## src/rtl/nsp_pkg.sv

```systemverilog
// ----------------------------------------------------------------------------
// nsp_pkg
// Shared constants, types and helper functions for the NMEA sentence parser.
// ----------------------------------------------------------------------------
`timescale 1ns / 1ps

package nsp_pkg;

  // Store geometry
  localparam int FIELD_SLOTS = 11;
  localparam int GGA_FIELDS  = 15;
  localparam int RMC_FIELDS  = 13;
  localparam int GSA_FIELDS  = 18;
  localparam int NUM_TYPES   = 3;

  localparam int MAX_GR      = (GGA_FIELDS > RMC_FIELDS) ? GGA_FIELDS : RMC_FIELDS;
  localparam int MAX_FIELDS  = (MAX_GR > GSA_FIELDS) ? MAX_GR : GSA_FIELDS;
  localparam int STORE_DEPTH = NUM_TYPES * MAX_FIELDS * FIELD_SLOTS;
  localparam int ADDR_W      = $clog2(STORE_DEPTH);
  localparam int FNUM_W      = $clog2(MAX_FIELDS + 1);
  // position also counts the two checksum digits, so it must reach 2
  localparam int POS_W       = $clog2(((FIELD_SLOTS > 3) ? FIELD_SLOTS : 3) + 1);

  // Sentence ID
  localparam int ID_LEN      = 5;
  localparam int ID_CNT_W    = $clog2(ID_LEN + 1);
  localparam logic [8*ID_LEN-1:0] ID_GGA = "GPGGA";
  localparam logic [8*ID_LEN-1:0] ID_RMC = "GPRMC";
  localparam logic [8*ID_LEN-1:0] ID_GSA = "GPGSA";

  // Character codes
  localparam logic [7:0] CH_DOLLAR  = 8'h24;
  localparam logic [7:0] CH_COMMA   = 8'h2C;
  localparam logic [7:0] CH_STAR    = 8'h2A;
  localparam logic [7:0] CH_ZERO    = 8'h30;
  localparam logic [7:0] CH_NINE    = 8'h39;
  localparam logic [7:0] HEX_DIGIT_BASE = 8'd48;
  localparam logic [7:0] HEX_ALPHA_BASE = 8'd55;

  // Opcodes
  localparam logic OP_RX   = 1'b0;
  localparam logic OP_READ = 1'b1;

  // Sentence type codes
  localparam logic [1:0] TYPE_GGA = 2'd0;
  localparam logic [1:0] TYPE_RMC = 2'd1;
  localparam logic [1:0] TYPE_GSA = 2'd2;

  // Op queue between parser and store
  localparam int FIFO_DEPTH = 4;
  localparam int FIFO_PTR_W = $clog2(FIFO_DEPTH);
  localparam int FIFO_CNT_W = $clog2(FIFO_DEPTH + 1);

  typedef enum logic [1:0] {
    PH_WAIT,
    PH_ID,
    PH_FIELDS,
    PH_SUM
  } phase_e;

  // One queued store operation plus the result fields already known
  typedef struct packed {
    logic              wr_en;
    logic              rd_en;
    logic [ADDR_W-1:0] addr;
    logic [7:0]        wdata;
    logic              frame_valid;
    logic              done;
    logic [1:0]        done_type;
  } nsp_op_t;

  // Number of fields kept for a sentence type
  function automatic int fields_of(input logic [1:0] t);
    int n;
    n = GSA_FIELDS;
    if (t == TYPE_GGA) n = GGA_FIELDS;
    else if (t == TYPE_RMC) n = RMC_FIELDS;
    return n;
  endfunction

  // Flat store address of one character
  function automatic logic [ADDR_W-1:0] store_addr(input int t, input int f, input int p);
    int a;
    a = (t * MAX_FIELDS + f) * FIELD_SLOTS + p;
    return a[ADDR_W-1:0];
  endfunction

endpackage

```

## src/rtl/nsp_ram.sv

```systemverilog
// ----------------------------------------------------------------------------
// nsp_ram
// Generic single-port RAM, one write or one registered read per cycle.
// ----------------------------------------------------------------------------
`timescale 1ns / 1ps

module nsp_ram #(
  parameter int WIDTH = 8,
  parameter int DEPTH = 16
) (
  input  logic                     clk_i,
  input  logic                     we_i,
  input  logic                     re_i,
  input  logic [$clog2(DEPTH)-1:0] addr_i,
  input  logic [WIDTH-1:0]         wdata_i,
  output logic [WIDTH-1:0]         rdata_o
);

  logic [WIDTH-1:0] mem_q [DEPTH];
  logic [WIDTH-1:0] rdata_q;

  // read data holds until the next read
  always_ff @(posedge clk_i) begin
    if (we_i) begin
      mem_q[addr_i] <= wdata_i;
    end
    if (re_i) begin
      rdata_q <= mem_q[addr_i];
    end
  end

  assign rdata_o = rdata_q;

endmodule

```

## src/rtl/nsp_back.sv

```systemverilog
// ----------------------------------------------------------------------------
// nsp_back
// Store back end: executes queued writes and reads on the frame store and
// drives the result channel through an output register.
// ----------------------------------------------------------------------------
`timescale 1ns / 1ps

module nsp_back (
  input  logic             clk_i,
  input  logic             rst_ni,
  input  logic             fifo_valid_i,
  input  nsp_pkg::nsp_op_t op_i,
  output logic             pop_o,
  output logic             out_valid_o,
  input  logic             out_stall_i,
  output logic [7:0]       read_char_o,
  output logic             frame_valid_o,
  output logic             sentence_done_o,
  output logic [1:0]       done_type_o
);

  logic             s1_valid_q, s1_valid_d;
  nsp_pkg::nsp_op_t s1_op_q;
  logic             out_valid_q, out_valid_d;
  logic [7:0]       rchar_q;
  logic             fv_q;
  logic             done_q;
  logic [1:0]       dtype_q;

  logic       out_load;
  logic       s1_move;
  logic [7:0] rdata;

  assign out_load = !out_valid_q || !out_stall_i;
  assign s1_move  = s1_valid_q && out_load;
  assign pop_o    = fifo_valid_i && (!s1_valid_q || out_load);

  nsp_ram #(
    .WIDTH (8),
    .DEPTH (nsp_pkg::STORE_DEPTH)
  ) u_store (
    .clk_i   (clk_i),
    .we_i    (pop_o && op_i.wr_en),
    .re_i    (pop_o && op_i.rd_en),
    .addr_i  (op_i.addr),
    .wdata_i (op_i.wdata),
    .rdata_o (rdata)
  );

  // stage and output valid flow
  always_comb begin
    s1_valid_d = s1_valid_q;
    if (pop_o) begin
      s1_valid_d = 1'b1;
    end else if (s1_move) begin
      s1_valid_d = 1'b0;
    end
    out_valid_d = out_valid_q;
    if (out_load) begin
      out_valid_d = s1_valid_q;
    end
  end

  always_ff @(posedge clk_i or negedge rst_ni) begin
    if (!rst_ni) begin
      s1_valid_q  <= 1'b0;
      out_valid_q <= 1'b0;
    end else begin
      s1_valid_q  <= s1_valid_d;
      out_valid_q <= out_valid_d;
    end
  end

  // payload registers
  always_ff @(posedge clk_i) begin
    if (pop_o) begin
      s1_op_q <= op_i;
    end
    if (s1_move) begin
      rchar_q <= s1_op_q.rd_en ? rdata : 8'h00;
      fv_q    <= s1_op_q.frame_valid;
      done_q  <= s1_op_q.done;
      dtype_q <= s1_op_q.done_type;
    end
  end

  assign out_valid_o     = out_valid_q;
  assign read_char_o     = rchar_q;
  assign frame_valid_o   = fv_q;
  assign sentence_done_o = done_q;
  assign done_type_o     = dtype_q;

endmodule

```

## config.mk

```make
export PLATFORM = sky130hd
export DESIGN_NAME = nsp_back
export DESIGN_NICKNAME = d
export VERILOG_FILES = /design/src/rtl/nsp_pkg.sv /design/src/rtl/nsp_ram.sv /design/src/rtl/nsp_back.sv
export SDC_FILE = /design/constraint.sdc
export NUM_CORES = 2
export LEC_CHECK = 0
export ABC_CLOCK_PERIOD_IN_PS = 2550
export CAP_MARGIN = 5
export CORE_MARGIN = 2
export CORE_UTILIZATION = 55
export DETAILED_ROUTE_END_ITERATION = 7
export DONT_BUFFER_PORTS = 1
export HOLD_SLACK_MARGIN = 0.15
export PLACE_DENSITY_LB_ADDON = 0.25
export RECOVER_POWER = 100
export SYNTH_ARGS = -nofsm -noshare
export SYNTH_HDL_FRONTEND = slang
export SYNTH_HIERARCHICAL = 1
export SYNTH_MEMORY_MAX_BITS = 65536
export SYNTH_SLANG_ARGS = --single-unit
```

## constraint.sdc

```tcl
create_clock -name clk_i -period 2.55 [get_ports clk_i]
set_input_delay 0.1275 -clock clk_i [delete_from_list [all_inputs] [get_ports clk_i]]
set_output_delay 0.1275 -clock clk_i [all_outputs]
set_load 0.03 [all_outputs]
```

== After elaboration in Yosys (flattened, before gate mapping) ==
Memories as Yosys holds them, arrays and structs flattened. A register that Yosys moved wholly into a read port is not among the register bits.
Index checks and enable logic that the tools add are counted.

* RAM bits: 4752
* Register bits: 19
* Output and inout port bits: 14
* Logic and storage cells: 25
* Memories kept: 1
* Input bits: 28

{| class="wikitable"
|+ Memory list
! memory !! words !! bits a word !! read ports !! clocked after memory_dff !! wr ports !! RTL line !! RTL
|-
| u_store.mem_q || 594 || 8 || 1 || 1 || 1 || nsp_ram.sv:19 || <nowiki>logic [WIDTH-1:0] mem_q [DEPTH];</nowiki>
|}

* Reduce and logical (&&, ||, !) cells: 10
* Multiplexer cells: 4

{| class="wikitable"
|+ Operator list
! cell !! number
|-
| logical AND 1 bit || 4
|-
| two-way mux 1 bit || 4
|-
| logical NOT 1 bit || 3
|-
| logical OR 1 bit || 2
|-
| nonzero test 2 bit || 1
|}

== Logic depth before layout (Yosys ltp) ==
* Depth in word-level cells: 7
* Depth in mapped cells: 14

== Modules after synthesis ==
The synthesis kept the hierarchy.

{| class="wikitable"
|+ Modules (own cells, without submodules)
! module !! cells each !! area an instance (um2) !! times used
|-
| nsp_ram || 9622 || 183553.5 || 1
|-
| nsp_back || 34 || 661.9 || 1
|}

== Least setup slack after synthesis ==
No wires, ideal clock.

* Path kind: input to register
* Start: in op_i[12] (netlist bit)
* End: mem u_store.mem_q[103][0] (enable)
* Buffers on the path: 9
* Slack: -243 ps
* Data required time: 2180 ps
* Setup time: 370 ps
* Arrival time: 2422 ps
* Stages on the path: 12
* Cell sequence: buf_6 > buf_12 > buf_6 > buf_4 > buf_4 > buf_4 > buf_4 > and3_1 > buf_2 > nand2_1 > buf_2 > nor2_1

{| class="wikitable"
|+ RTL lines
! what !! RTL line !! RTL
|-
| start, declared || nsp_back.sv:12 || <nowiki>input nsp_pkg::nsp_op_t op_i,</nowiki>
|-
| end, declared || nsp_ram.sv:19 ||
|}

No word-level cell before the write port.

==> results.cfg <==
[power_and_ir_drop]
p_int_uw = 127000
p_leak_uw = 0.0753
p_sw_uw = 33800
comb_power_share_pct = 4.9
p_seq_share_pct = 54.0
switching_share_pct = 21.1
clkPwrFrac_pct = 41.1
p_per_area_nw_per_um2 = 728
peakVddDrop_mv = 0.643

[die]
start_util_pct = 55.2
die_h_um = 583
rows = 212
dieArea_um2 = 340000
ioPinCount = 42
dieWidth_um = 583
coreArea_um2 = 333000

[critical_path]
r2r_start = u_store/mem_q[576][4]$_DFFE_PP_
slowest_delay_ns = 0.93
reg2reg_depth = 8
critPathBufInv = 4
startpoint = op_i[12]
rrSetupSlack_ns = -0.41
cp-end-kind = flip-flop
crit_path_start_kind = input port
reg2reg_to = u_store/rdata_o[4]$_DFFE_PP_
arrival_ns = 4.19
critPathKind = in -> reg
crit_cells = 11
required_ns = 3.43
crit_chain = or4b_4, buf_12, buf_12, buf_4, o22ai_1, nor4_1, a31oi_1, a221oi_4, buf_4, or3_4, nand4_1
cp_top_family = simple AND/OR/NAND/NOR gates
cp_max_fo = 465
slowest_stage = or4b_4
endpoint = u_store/rdata_o[3]$_DFFE_PP_

[timing]
hold_ws_ns = -0.637
final_max_slew_viol_count = 2595
finalSetupTns_ns = -699.78
hold_violations = 448
worst_slack_ns = -0.761
fmax_mhz = 302
rsz0062_at_grt = yes
finalSetupViolCount = 5234
fin_skew_ns = 0.0672
period_minus_slack_ns = 3.31
period_share_pct = 130
maxSlewHeadroom_pct = -73.4
tightest_slew_ns = 2.60

[detailed_routing]
ant_nets = 0
drc = 0
vias = 107000
drt-initial-drc-count = 16900
drt-total-wl_um = 572000
dr.pass1.iters = 6
viasPerCell = 6.67
avgRoutedWirePerCell_um = 35.6

[synth]
netlist_area_um2 = 184000
avgSynthCellArea_um2 = 19.1
syn_nets = 9684
synth_edf_count = 4777
synth_top_flop_cell = edfxtp_1
syn_inst = 9656
yosysWarningCount = 6
synth-seq-cells = 4779
ys_seq_area_share_pct = 77.9
yosysUniqueCellTypes = 69
async_reset_ff_share_pct = 0.0418

[global_route]
use_met2_pct = 50.2
grt_pass1_wl_um = 793000
antenna_found_initial = 38
gr-usage-all-layers_pct = 33.3
grt-busiest-layer = met2
grt_pass1_vias = 104000
grt_use_met1_pct = 45.1
grt_max_degree = 595
grtUsageMet3_pct = 8.66
grt-ovfl-total = 0

[final_layout]
fin_cells = 16100
nets = 11300
syn_to_final_growth_pct = 19.7
drive_gt1_share_pct = 27.5

[clocking]
cts-buffers-inserted = 461
cts.htree.levels = 5
clk_latency_ns = 1.04
cts_sinks = 4779
cts.reportedPaths.clkPinSlew_ns = 0.06
cts_tree = yes
cts.path.max_buffers = 4
cts_root_buffer = clkbuf_16

[placement]
gp_congestion = 0.934
placed_cells = 15200
dp_hpwl_um = 347000
portBuffers = 0

[run_status]
status = finished, violations left
violations = hold timing, capacitance limit, slew limit, setup timing

[min_path]
min_delay_path_depth = 0
min_path_type = in -> reg

[job]
maxCapViolations = 5
-- sequential cells by signal (all words and copies together), names as in the netlist --
signal and flops:
done_type_o 2, frame_valid_o 1, out_valid_o 1, read_char_o 8, s1_op_q 5, s1_valid_q 1, sentence_done_o 1, u_store/mem_q 4752
u_store/rdata_o 8
-- cells by family after synthesis --
kind of cell,after synthesis,synth area share (%)
muxes,1990,13.8
buffers and inverters,605,1.62
DFF,4779,77.9
and+or+nand+nor,1217,2.95
AOI/OAI and AO/OA,1065,3.78
-- repair_timing --
| item | 4_1_cts | 5_1_grt |
|---|---|---|
| hold buffers | 39 | 8 |
| setup endpoints to repair | 8 | 505 |
| resized for setup | 138 | 68 |
| setup buffers | 0 | 6 |
| pin swaps | 52 | 36 |
| endpoints found under the hold margin | 5828 | 3220 |
-- synthesized netlist by cell type, types with 28 or more instances --
library cell,count,area (um^2)
a22oi_1,104,781
buf_2,307,1540
nand2_1,118,443
a31oi_1,28,175
o21ai_0,70,350
buf_1,46,173
nor2_1,734,2760
mux4_2,431,9710
nor4_1,157,982
a21oi_1,39,195
clkbuf_1,181,679
mux2i_1,1544,15500
nor3_1,36,180
buf_4,45,338
nand3_1,77,385
edfxtp_1,4777,143000
o22ai_1,680,4250
-- stage by stage --
step | total power, uW | utilization (%) | instance area [um^2] | worst slack, ns | hold WS (ns)
2_1_floorplan | 91700 | - | 185000 | -0.115 | -0.168
3_3_place_gp | 94700 | 61.3 | 204000 | -1.62 | -0.168
3_5_place_dp | 94700 | 61.3 | 204000 | -1.68 | -0.168
4_1_cts | 160000 | 66.0 | 220000 | -0.365 | -0.695
5_1_grt | 164000 | 66.1 | 220000 | -0.496 | -0.667
6_report | 161000 | 66.2 | 221000 | -0.761 | -0.637
-- cell type report --
| type | count | area [um^2] |
|---|---|---|
| Antenna cell | 36 | 90.1 |
| Clock inverter | 259 | 2310 |
| Fill cell | 21500 | 113000 |
| Sequential cell | 4779 | 143000 |
| Clock buffer | 573 | 12100 |
| Timing Repair Buffer | 1774 | 16900 |
| Inverter | 6 | 27.5 |
| Tap cell | 4387 | 5490 |
| Multi-Input combinational cell | 4272 | 40100 |
-- layer usage --
layer  part of all wire (%)  vias up
met2                     46     7900
met5                  0.057        -
met3                     13     1478
li1                       -    42700
met1                     35    55100
met4                    5.8       30
-- power by group through the flow --
| stage | registers [uW] | clock network, uW | logic (uW) |
|---|---|---|---|
| after floorplan | 88200 | 0 | 3540 |
| after global placement | 88200 | 0 | 6460 |
| after detailed placement | 88200 | 0 | 6500 |
| after CTS | 86600 | 66300 | 6890 |
| after global routing | 86600 | 69300 | 7920 |
| final | 86600 | 66000 | 7870 |
-- placed cells by master (no fill, tap or decap), types with 36 or more instances in the layout --
master and count:
edfxtp_1 4777, mux2i_1 1530, buf_4 1442, o22ai_1 671, nor2_1 542, clkbuf_16 469, mux4_2 431, buf_12 263
nor4_1 135, nor2_4 120, clkbuf_1 107, clkinv_1 99, a22oi_1 93, clkinv_2 86, nand2_1 76, nor2_2 72
nand3_1 64, o21ai_0 59, diode_2 36, dlygate4sd3_1 36
-- worst min path at each step --
stage	start	to	slack, ns
2_1_floorplan	rst_ni	out_valid_o$_DFFE_PN0P_	-0.17
3_3_place_gp	rst_ni	out_valid_o$_DFFE_PN0P_	-0.17
3_5_place_dp	rst_ni	out_valid_o$_DFFE_PN0P_	-0.17
4_1_cts	op_i[6]	u_store/mem_q[353][2]$_DFFE_PP_	-0.69
5_1_grt	op_i[4]	u_store/mem_q[363][0]$_DFFE_PP_	-0.67
6_report	op_i[4]	u_store/mem_q[363][0]$_DFFE_PP_	-0.64
Note: power is estimated with default switching activity, not from simulation.
