`config.mk`:
```
export PLATFORM = sky130hd
export DESIGN_NAME = nsp_front
export DESIGN_NICKNAME = d
export VERILOG_FILES = /design/src/rtl/nsp_pkg.sv /design/src/rtl/nsp_front.sv
export SDC_FILE = /design/constraint.sdc
export NUM_CORES = 1
export LEC_CHECK = 0
export ABC_CLOCK_PERIOD_IN_PS = 9800
export BUFFER_PORTS_ARGS = -buffer_cell sky130_fd_sc_hd__buf_4
export CAP_MARGIN = 30
export CORE_ASPECT_RATIO = 0.8
export CORE_MARGIN = 5
export CORE_UTILIZATION = 58
export DETAILED_ROUTE_END_ITERATION = 8
export PLACE_DENSITY = 0.77
export REMOVE_ABC_BUFFERS = 1
export SYNTH_ARGS = -nofsm -noshare
export SYNTH_HDL_FRONTEND = slang
export SYNTH_SLANG_ARGS = --single-unit
export TNS_END_PERCENT = 20
```
`constraint.sdc`:
```
create_clock -name clk_i -period 9.8 [get_ports clk_i]
set_input_delay 0 -clock clk_i [delete_from_list [all_inputs] [get_ports clk_i]]
set_output_delay 0 -clock clk_i [all_outputs]
set_load 0.05 [all_outputs]
```
`src/rtl/nsp_pkg.sv`:
```
// ----------------------------------------------------------------------------
// nsp_pkg
// Shared constants, types and helper functions for the NMEA sentence parser.
// ----------------------------------------------------------------------------
`timescale 1ns / 1ps

package nsp_pkg;

  // Store geometry
  localparam int FIELD_SLOTS = 11;
  localparam int GGA_FIELDS  = 15;
  localparam int RMC_FIELDS  = 13;
  localparam int GSA_FIELDS  = 18;
  localparam int NUM_TYPES   = 3;

  localparam int MAX_GR      = (GGA_FIELDS > RMC_FIELDS) ? GGA_FIELDS : RMC_FIELDS;
  localparam int MAX_FIELDS  = (MAX_GR > GSA_FIELDS) ? MAX_GR : GSA_FIELDS;
  localparam int STORE_DEPTH = NUM_TYPES * MAX_FIELDS * FIELD_SLOTS;
  localparam int ADDR_W      = $clog2(STORE_DEPTH);
  localparam int FNUM_W      = $clog2(MAX_FIELDS + 1);
  // position also counts the two checksum digits, so it must reach 2
  localparam int POS_W       = $clog2(((FIELD_SLOTS > 3) ? FIELD_SLOTS : 3) + 1);

  // Sentence ID
  localparam int ID_LEN      = 5;
  localparam int ID_CNT_W    = $clog2(ID_LEN + 1);
  localparam logic [8*ID_LEN-1:0] ID_GGA = "GPGGA";
  localparam logic [8*ID_LEN-1:0] ID_RMC = "GPRMC";
  localparam logic [8*ID_LEN-1:0] ID_GSA = "GPGSA";

  // Character codes
  localparam logic [7:0] CH_DOLLAR  = 8'h24;
  localparam logic [7:0] CH_COMMA   = 8'h2C;
  localparam logic [7:0] CH_STAR    = 8'h2A;
  localparam logic [7:0] CH_ZERO    = 8'h30;
  localparam logic [7:0] CH_NINE    = 8'h39;
  localparam logic [7:0] HEX_DIGIT_BASE = 8'd48;
  localparam logic [7:0] HEX_ALPHA_BASE = 8'd55;

  // Opcodes
  localparam logic OP_RX   = 1'b0;
  localparam logic OP_READ = 1'b1;

  // Sentence type codes
  localparam logic [1:0] TYPE_GGA = 2'd0;
  localparam logic [1:0] TYPE_RMC = 2'd1;
  localparam logic [1:0] TYPE_GSA = 2'd2;

  // Op queue between parser and store
  localparam int FIFO_DEPTH = 4;
  localparam int FIFO_PTR_W = $clog2(FIFO_DEPTH);
  localparam int FIFO_CNT_W = $clog2(FIFO_DEPTH + 1);

  typedef enum logic [1:0] {
    PH_WAIT,
    PH_ID,
    PH_FIELDS,
    PH_SUM
  } phase_e;

  // One queued store operation plus the result fields already known
  typedef struct packed {
    logic              wr_en;
    logic              rd_en;
    logic [ADDR_W-1:0] addr;
    logic [7:0]        wdata;
    logic              frame_valid;
    logic              done;
    logic [1:0]        done_type;
  } nsp_op_t;

  // Number of fields kept for a sentence type
  function automatic int fields_of(input logic [1:0] t);
    int n;
    n = GSA_FIELDS;
    if (t == TYPE_GGA) n = GGA_FIELDS;
    else if (t == TYPE_RMC) n = RMC_FIELDS;
    return n;
  endfunction

  // Flat store address of one character
  function automatic logic [ADDR_W-1:0] store_addr(input int t, input int f, input int p);
    int a;
    a = (t * MAX_FIELDS + f) * FIELD_SLOTS + p;
    return a[ADDR_W-1:0];
  endfunction

endpackage

```
`src/rtl/nsp_front.sv`:
```
// ----------------------------------------------------------------------------
// nsp_front
// Sentence parser: takes one item per cycle unless the op queue is full, runs
// the parse state and turns each item into one store op for the back end.
// ----------------------------------------------------------------------------
`timescale 1ns / 1ps

module nsp_front (
  input  logic             clk_i,
  input  logic             rst_ni,
  input  logic             in_valid_i,
  output logic             in_stall_o,
  input  logic             opcode_i,
  input  logic [7:0]       rx_byte_i,
  input  logic [1:0]       read_type_i,
  input  logic [4:0]       read_field_i,
  input  logic [3:0]       read_pos_i,
  input  logic             fifo_full_i,
  output logic             push_o,
  output nsp_pkg::nsp_op_t op_o
);

  nsp_pkg::phase_e                 phase_q, phase_d;
  logic [8*nsp_pkg::ID_LEN-1:0]    id_q, id_d;
  logic [nsp_pkg::ID_CNT_W-1:0]    id_len_q, id_len_d;
  logic                            overlong_q, overlong_d;
  logic [1:0]                      type_q, type_d;
  logic [nsp_pkg::FNUM_W-1:0]      fnum_q, fnum_d;
  logic [nsp_pkg::POS_W-1:0]       pos_q, pos_d;
  logic [7:0]                      xor_q, xor_d;
  logic [7:0]                      sum_q, sum_d;
  logic [nsp_pkg::NUM_TYPES-1:0]   vflags_q, vflags_d;

  logic       accept;
  logic       put_en;
  logic [7:0] put_data;
  logic       put_ok;
  logic [7:0] hex_v;
  logic       sum_ok;

  assign accept     = in_valid_i && !fifo_full_i;
  assign in_stall_o = fifo_full_i;
  assign push_o     = accept;

  // store write is allowed only inside the kept fields and slots
  assign put_ok = (int'(fnum_q) < nsp_pkg::fields_of(type_q)) &&
                  (int'(pos_q) < nsp_pkg::FIELD_SLOTS);

  // hex digit value of the incoming byte, in the high nibble for the first digit
  always_comb begin
    if (rx_byte_i >= nsp_pkg::CH_ZERO && rx_byte_i <= nsp_pkg::CH_NINE) begin
      hex_v = rx_byte_i - nsp_pkg::HEX_DIGIT_BASE;
    end else begin
      hex_v = rx_byte_i - nsp_pkg::HEX_ALPHA_BASE;
    end
    if (pos_q == '0) begin
      hex_v = {hex_v[3:0], 4'h0};
    end
  end

  assign sum_ok = (sum_q == xor_q);

  // parse step and op build
  always_comb begin
    phase_d    = phase_q;
    id_d       = id_q;
    id_len_d   = id_len_q;
    overlong_d = overlong_q;
    type_d     = type_q;
    fnum_d     = fnum_q;
    pos_d      = pos_q;
    xor_d      = xor_q;
    sum_d      = sum_q;
    vflags_d   = vflags_q;
    put_en     = 1'b0;
    put_data   = 8'h00;
    op_o       = '0;

    if (accept) begin
      if (opcode_i == nsp_pkg::OP_READ) begin
        if (int'(read_type_i) < nsp_pkg::NUM_TYPES) begin
          op_o.frame_valid = vflags_q[read_type_i];
          op_o.rd_en = (read_field_i != 5'd0) &&
                       (int'(read_field_i) < nsp_pkg::fields_of(read_type_i)) &&
                       (int'(read_pos_i) < nsp_pkg::FIELD_SLOTS);
          op_o.addr  = nsp_pkg::store_addr(int'(read_type_i), int'(read_field_i),
                                           int'(read_pos_i));
        end
      end else begin
        unique case (phase_q)
          nsp_pkg::PH_WAIT: begin
            if (rx_byte_i == nsp_pkg::CH_DOLLAR) begin
              phase_d    = nsp_pkg::PH_ID;
              id_len_d   = '0;
              overlong_d = 1'b0;
              fnum_d     = nsp_pkg::FNUM_W'(1);
              pos_d      = '0;
              xor_d      = 8'h00;
              sum_d      = 8'h00;
            end
          end
          nsp_pkg::PH_ID: begin
            xor_d = xor_q ^ rx_byte_i;
            priority if (rx_byte_i == nsp_pkg::CH_COMMA) begin
              phase_d = nsp_pkg::PH_WAIT;
              pos_d   = '0;
              if (!overlong_q && int'(id_len_q) == nsp_pkg::ID_LEN) begin
                priority if (id_q == nsp_pkg::ID_GGA) begin
                  type_d  = nsp_pkg::TYPE_GGA;
                  phase_d = nsp_pkg::PH_FIELDS;
                end else if (id_q == nsp_pkg::ID_RMC) begin
                  type_d  = nsp_pkg::TYPE_RMC;
                  phase_d = nsp_pkg::PH_FIELDS;
                end else if (id_q == nsp_pkg::ID_GSA) begin
                  type_d  = nsp_pkg::TYPE_GSA;
                  phase_d = nsp_pkg::PH_FIELDS;
                end else begin
                  phase_d = nsp_pkg::PH_WAIT;
                end
              end
            end else if (int'(id_len_q) < nsp_pkg::ID_LEN) begin
              id_d     = {id_q[8*nsp_pkg::ID_LEN-9:0], rx_byte_i};
              id_len_d = id_len_q + nsp_pkg::ID_CNT_W'(1);
            end else begin
              overlong_d = 1'b1;
            end
          end
          nsp_pkg::PH_FIELDS: begin
            priority if (rx_byte_i == nsp_pkg::CH_COMMA) begin
              xor_d    = xor_q ^ rx_byte_i;
              put_en   = put_ok;
              put_data = 8'h00;
              if (int'(fnum_q) < nsp_pkg::fields_of(type_q)) begin
                fnum_d = fnum_q + nsp_pkg::FNUM_W'(1);
              end
              pos_d = '0;
            end else if (rx_byte_i == nsp_pkg::CH_STAR) begin
              put_en   = put_ok;
              put_data = 8'h00;
              pos_d    = '0;
              phase_d  = nsp_pkg::PH_SUM;
            end else begin
              xor_d = xor_q ^ rx_byte_i;
              if (int'(pos_q) < nsp_pkg::FIELD_SLOTS - 1) begin
                put_en   = put_ok;
                put_data = rx_byte_i;
                pos_d    = pos_q + nsp_pkg::POS_W'(1);
              end
            end
          end
          nsp_pkg::PH_SUM: begin
            if (int'(pos_q) >= 2) begin
              vflags_d[type_q] = sum_ok;
              op_o.frame_valid = sum_ok;
              op_o.done        = 1'b1;
              op_o.done_type   = type_q;
              phase_d          = nsp_pkg::PH_WAIT;
            end else begin
              sum_d = sum_q + hex_v;
              pos_d = pos_q + nsp_pkg::POS_W'(1);
            end
          end
          default: begin
            phase_d = nsp_pkg::PH_WAIT;
          end
        endcase
        op_o.wr_en = put_en;
        op_o.wdata = put_data;
        op_o.addr  = nsp_pkg::store_addr(int'(type_q), int'(fnum_q), int'(pos_q));
      end
    end
  end

  // parse state registers
  always_ff @(posedge clk_i or negedge rst_ni) begin
    if (!rst_ni) begin
      phase_q    <= nsp_pkg::PH_WAIT;
      id_q       <= '0;
      id_len_q   <= '0;
      overlong_q <= 1'b0;
      type_q     <= nsp_pkg::TYPE_GGA;
      fnum_q     <= nsp_pkg::FNUM_W'(1);
      pos_q      <= '0;
      xor_q      <= 8'h00;
      sum_q      <= 8'h00;
      vflags_q   <= '0;
    end else begin
      phase_q    <= phase_d;
      id_q       <= id_d;
      id_len_q   <= id_len_d;
      overlong_q <= overlong_d;
      type_q     <= type_d;
      fnum_q     <= fnum_d;
      pos_q      <= pos_d;
      xor_q      <= xor_d;
      sum_q      <= sum_d;
      vflags_q   <= vflags_d;
    end
  end

endmodule

```
Word level (Yosys, flattened, before mapping)
Index checks and enable logic that the tools add are counted.
W data, S select, Z words.

cells by class
  $add $sub $neg = 10
  mux-type cells = 75
  $mul = 4
  $lt $le $gt $ge = 14
  equal/unequal tests = 26
  bitwise logic cells = 3
  reduce and logical (&&, ||, !) cells = 29

operators with widths
  kind                    count
  $mux W32                7
  $eq A40 B39 Y1 const B  3
  $lt A6 B32 Y1           3
  $mux W8                 11
  $mux W5                 7
  $mux W4                 8
  $reduce_and A6 Y1       5
  $eq A8 B6 Y1 const B    3
  $mux W2                 12
  $mux W24                1
  $pmux W8 S3             1
  $ne A2 B2 Y1 const B    11
  $add A10 B4 Y10         2
  $mul A8 B4 Y10 const B  2
  $add A7 B5 Y8           2
  $pmux W4 S4             1
  $pmux W8 S2             1
  $sub A8 B6 Y8 const B   2
  $reduce_and A5 Y1       3
  $mux W1                 13
  $lt A4 B4 Y1 const B    3
  $mul A2 B4 Y6 const B   2
  $mux W3                 4
  $mux W11                1
  36 further kinds        53

storage, ports and cells
  register bits = 76
  word-level logic and storage cells = 171
  output and inout bits = 26

Logic depth before layout (Yosys ltp)
Gate-level depths: netlist (run 1).

  depth after elaboration = 12
  mapped depth = 16

Least setup slack after synthesis (run 1)
No wires, ideal clock.

  path type = register -> output
  start = register type_q[1]
  end = output port op_o[21] (netlist name)
  arrival time = 4.343 ns
  slack = 5.457 ns
  cell stages (with the launch flop) = 16
  path through = dfrtp_1 -> clkbuf_1 -> inv_1 -> fa_1 -> inv_1 -> a31oi_1 -> xnor2_1 -> ha_1 -> fa_1 -> ha_1 -> ha_1 -> o21ai_0 -> a21oi_1 -> o41ai_1 -> xnor2_1 -> o22ai_1

RTL lines
  what                      line              text
  start: declaration        nsp_front.sv:27   logic [1:0] type_q, type_d;
  start signal: assignment  nsp_front.sv:181  type_q <= nsp_pkg::TYPE_GGA;
  start signal: assignment  nsp_front.sv:192  type_q <= type_d;
  end: declaration          nsp_front.sv:20   output nsp_pkg::nsp_op_t op_o

==> impl_metrics.ini, run 1 <==
[timing]
setup_slack_ns = 5.232
finClkSkew_ns = 0.005826
rsz0062_at_grt = false
fmax_mhz = 218.9
slew_viol_final = 0
hold_viol = 0
setup_tns_ns = 0
timing.final.crit_share = 0.4661
worst_pin_slew_ns = 0.9298
finalSetupViolCount = 0
max_slew_margin = 0.3780
period_needed_ns = 4.568

[critical_path]
crit_type = reg -> out
setup.worst_path.end_class = primary output
r2r_end = sum_q[7]
arrival_ns = 4.57
r2r-start = pos_q[1]
cp_max_fo = 11
crit_path_start_kind = flip-flop
r2r_cells = 11
cp_data_required_time_ns = 9.80
reg2reg_slack_ns = 6.26
worstSetupEndpoint = op_o[21]
setup.worst_path.start = type_q[1]

[floorplan]
fp.dieArea_sq_mm = 0.01316
num_rows = 34
io_pins = 50
core_sq_mm = 0.01081
die_h_um = 103.6
die_w_um = 127.0
start_util = 0.5880

[pwr]
p_per_area_mw_per_mm2 = 173.1
vdd_drop_max_mv = 0.1301
finalPower_mw = 1.246
p_leak_nw = 3.560

[layout]
multi_input_area_sq_mm = 0.004161
final_cell_mix = ha_1, dfrtp_1, nand2_1, nor2_1, buf_4
final_common_cell = ha_1
nFillCells = 888
num_antenna_cells = 0
finalCoreUtilization = 0.6659
seq_area_sq_mm = 0.001903
syn_to_final_growth_pct = 13.25
drive_gt1_frac = 0.1602
fin_nets = 840
stdcell_count = 862

[clock_network]
htree_levels = 3
cts_inserted_buffers = 9
clock_sinks = 76
root_buffer = clkbuf_16
clk_latency_ns = 0.34
cts_tree = yes
postCtsSetupRepairBufs = 0
path_clk_slew_ns = 0.06
cts_buffer_depth = 2

[synth]
synth_cells = 667
synth.distinct_cells = 63
synth_warnings = 0
synthAdderAreaFrac = 0.2186
synthArstFlopShare = 1.000
synth_area_sq_mm = 0.006354
synth-compound-area-share = 0.1306
ys_seq_area_frac = 0.2995
syn-mean-instance-area_sq_um = 9.526
synthSimpleGateAreaFrac = 0.1629
synth_xor_area_frac = 0.05790
synth-main-ff-cell = dfrtp_1
synth_edf_count = 0
synth_top_family_by_area = adder cells
yosys_register_bits = 76
synthMuxAreaShare = 0.08507

[placed_design]
pre_cts_ws_ns = 5.628
hpwl_um = 10920
placed_cells = 837
finalWeightedCongestion = 0.8842
port_buffers = 49

[global_routing]
grt_max_degree = 77
grt_use_total = 0.2245
grt_pass1_wl_um = 24520
grt_antenna_before_repair = 0
grt_overflow = 0
grt_pass1_vias = 5197

[route]
wl_per_cell_um = 16.34
viasPerCell = 5.850
drt-pass1-iter-count = 5
wl_um = 14080
vias = 5043
drt_iter0_drc = 379
route.detailed.drc = 0
antenna_left = 0

[hold_path]
min_path_type = in -> async

[run_status]
status = complete, no violations

[flow_run]
cap_viol_max_count = 0
## worst min-delay path by stage
stage	end	slack, ns
2_1_floorplan	asynchronous set/reset pin	-0.30
3_3_place_gp	id_q[38]	0.20
3_5_place_dp	id_q[36]	0.20
4_1_cts	in_stall_o	0.27
5_1_grt	id_q[30]	0.08
6_report	id_q[39]	0.06
## registers in the layout, indices dropped and copies added, names as in the netlist, 2 cells and up, named ones only
signal	cells
fnum_q	5
id_len_q	3
id_q	40
pos_q	4
sum_q	8
type_q	2
vflags_q	3
xor_q	8
## critical path: stages, from the launching register on
cell	delay, ns
dfrtp_1	0.57
inv_1	0.20
fa_1	0.57
inv_1	0.07
ha_1	0.27
ha_1	0.27
inv_1	0.05
fa_1	0.50
inv_1	0.04
ha_1	0.32
nor2b_1	0.16
o21ai_0	0.22
a21oi_1	0.12
o41ai_1	0.32
xnor2_1	0.13
o22ai_1	0.17
buf_4	0.23
## layout make-up
cell class                 instances  share of cell area
multi-input combinational        521              0.5783
inverter                          47             0.02452
clock inverter                     6            0.008868
sequential                        76              0.2645
clock buffer                       9             0.03130
timing repair buffer              59             0.06747
tap                              144             0.02504
## power breakdown
part / switching, mW / internal (mW)
clock: 0.130 / 0.195
sequential: 0.0507 / 0.363
combinational: 0.294 / 0.212
total: 0.475 / 0.771
## cell usage after synthesis (2+ instances only)
master    instances  share of area
nand4_1           9         0.0089
nor4_1            3         0.0030
o41ai_1           5         0.0069
o22ai_1           9         0.0089
nand2_1          54          0.032
a21o_1            7         0.0083
nand2_2           2         0.0020
and3_1            8         0.0079
xnor2_1          26          0.036
o21ai_0          46          0.036
nor4b_1           4         0.0055
and2_1           10         0.0098
mux2_2           39          0.069
a21oi_1          26          0.020
nor4bb_1          4         0.0063
nor3_1            9         0.0071
inv_1            46          0.027
a211oi_1          6         0.0071
nand3b_1          4         0.0047
buf_2             6         0.0047
buf_4             3         0.0035
o21bai_1          2         0.0024
nand2b_1          7         0.0069
nand3_1          10         0.0079
o211ai_1          4         0.0047
o21a_1            4         0.0047
clkbuf_1         13         0.0077
a31oi_1           4         0.0039
ha_1             87           0.17
fa_1             15          0.047
or4_1             3         0.0035
dfrtp_1          75           0.30
xor2_1           16          0.022
mux2i_1           9          0.014
a22o_1            6         0.0083
nor2b_1           9         0.0089
nor2_1           51          0.030
## per-stage QoR
stage                     instance area [sq um]  hold WS [ns]
after CTS                                  7168        0.2669
after global routing                       7196       0.08130
after detailed placement                   6789        0.2018
after global placement                     6789        0.2019
final                                      7196       0.05964
after floorplan                            6241       -0.2956
## metal layers
layer / track usage / share of wire / vias up
li1: - / - / 2473
met1: 0.3107 / 0.47 / 2419
met2: 0.3546 / 0.47 / 127
met3: 0.05041 / 0.044 / 24
met4: 0.06202 / 0.016 / 0
met5: 0 / 0 / -
## cell families (layout without fill, tap and decap cells)
kind of cell               Yosys count  after routing
AOI/OAI and AO/OA                  130            130
xor gates and xnor gates            42             42
adders and majority gates          102            102
buffers and inverters               70            121
DFF                                 76             76
muxes                               49             49
and+or+nand+nor                    198            198
## repair_timing
action                    in CTS  in global routing
gates resized for setup        0                  0
hold buffers                   9                  0
hold endpoints to repair      85                  0
(Power assumes the default switching activity.)
==> run 2: changes to the inputs <==
Settings changed: ABC_CLOCK_PERIOD_IN_PS 9800 to 4500.
Clock period 9.8 ns to 4.5 ns, I/O delays scaled along.
==> run 2 against run 1 <==
Effect of this change:
- count of clock-buffer cells in the layout stayed put
- non-clock buffer count up 4
- die area did not move
==> impl_metrics.ini, run 2 (synthesis gave the netlist of run 1 again) <==
[global_routing]
grt_pass1_vias = 5146
grt_antenna_before_repair = 0
grt_pass1_wl_um = 24450
grt_max_degree = 77
grt_use_total = 0.2227
grt_overflow = 0

[timing]
max_slew_margin = 0.3831
worst_pin_slew_ns = 0.9221
slew_viol_final = 0
fmax_mhz = 235.4
setup_slack_ns = 0.2517
finClkSkew_ns = 0.008900
timing.final.crit_share = 0.9441
period_needed_ns = 4.248
holdWs_ns = 0.002797
hold_viol = 0
setup_tns_ns = 0
rsz0062_at_grt = false
finalSetupViolCount = 0

[floorplan]
start_util = 0.5880
core_sq_mm = 0.01081
die_h_um = 103.6
die_w_um = 127.0
num_rows = 34
io_pins = 50
fp.dieArea_sq_mm = 0.01316

[critical_path]
crit_type = reg -> out
r2r_end = sum_q[7]
reg2reg_slack_ns = 1.26
setup.worst_path.end_class = primary output
r2r-start = pos_q[1]
cp_max_fo = 7
cp_data_required_time_ns = 4.50
arrival_ns = 4.25
crit_path_start_kind = flip-flop
r2r_cells = 12

[flow_run]
cap_viol_max_count = 0

[pwr]
seqPwrFrac = 0.320
p_per_area_mw_per_mm2 = 385.3
p_sw_mw = 1.055
internal_power_mw = 1.753
clockPowerShare = 0.286
p_leak_nw = 3.621
vdd_drop_max_mv = 0.2847
p_comb_frac = 0.394
swShare = 0.3757

[layout]
largest_register_ffs = 40
top_register = id_q
final_common_cell = ha_1
drive_gt1_frac = 0.1729
fin_nets = 844
stdcell_count = 867
num_antenna_cells = 0
final_cell_mix = ha_1, dfrtp_1, nand2_1, buf_4, nor2_1
syn_to_final_growth_pct = 14.73
reg.largest.list = id_q (40), sum_q (8), xor_q (8)

[route]
route.detailed.drc = 0
drt-pass1-iter-count = 5
drt_iter0_drc = 427
viasPerCell = 5.873
antenna_left = 0
wl_per_cell_um = 16.51
vias = 5092
wl_um = 14310

[placed_design]
port_buffers = 49
finalWeightedCongestion = 0.8766
placed_cells = 838
pre_cts_ws_ns = 0.2051
hpwl_um = 10950

[clock_network]
root_buffer = clkbuf_16
clock_sinks = 76
htree_levels = 3
path_clk_slew_ns = 0.06
cts_buffer_depth = 2
cts_inserted_buffers = 9
clk_latency_ns = 0.34
cts_tree = yes

[hold_path]
min_path_type = in -> async

[run_status]
status = complete, no violations
## run 2: per-layer routing
layer	vias to the layer above	GRT usage	part of all wire	wire length, um
li1	2471	-	-	-
met1	2499	0.3115	0.46	6647
met2	103	0.3610	0.48	6880
met3	19	0.03858	0.041	582
met4	0	0.05207	0.014	199
met5	-	0	0	0
## run 2: final cells by class
class,instances,area (sq um)
Clock buffer,9,225.2
Clock inverter,7,106.4
Fill cell,877,3516
Inverter,47,176.4
Multi-Input combinational cell,521,4180
Sequential cell,76,1906
Tap cell,144,180.2
Timing Repair Buffer,63,515.5
## run 2: per-stage QoR
step | utilization | power, mW | cell area [sq um]
global route | 0.6746 | 3.000 | 7289
global placement | 0.6290 | 1.953 | 6797
finish | 0.6746 | 2.808 | 7289
CTS | 0.6695 | 2.819 | 7234
floorplan | - | 1.684 | 6241
detailed placement | 0.6290 | 1.998 | 6797
## run 2: worst max path at each step
stage	start	end	slack, ns	depth (start not counted)
3_5_place_dp	type_q[1]	op_o[21]	0.21	15
3_3_place_gp	type_q[1]	op_o[21]	0.47	16
5_1_grt	type_q[0]	op_o[20]	0.009	16
2_1_floorplan	type_q[1]	op_o[21]	0.26	14
4_1_cts	type_q[1]	op_o[21]	0.04	16
6_report	type_q[0]	op_o[20]	0.25	16
## run 2: critical path, cell delays in order (launching register included)
cell	delay, ns
dfrtp_2	0.45
ha_1	0.22
inv_1	0.07
fa_1	0.41
inv_1	0.13
ha_1	0.24
ha_1	0.27
inv_1	0.05
fa_1	0.49
inv_1	0.04
ha_1	0.32
a21oi_1	0.21
o21ai_0	0.17
o41ai_1	0.32
xnor2_1	0.12
o22ai_1	0.17
buf_4	0.23
## run 2: what timing repair did
item / 4_1_cts / 5_1_grt
gates resized for setup: 3 / 3
endpoints found under the setup margin: 2 / 3
endpoints found under the hold margin: 84 / 0
hold buffers: 9 / 0
setup buffers: 0 / 3
pin swaps: 0 / 1
## run 2: power groups by stage
stage,Clock (mW),Combinational [mW],Sequential [mW]
finish,0.803,1.11,0.899
global route,0.846,1.24,0.916
CTS,0.816,1.10,0.899
detailed placement,0,1.09,0.911
global placement,0,1.05,0.904
floorplan,0,0.809,0.875
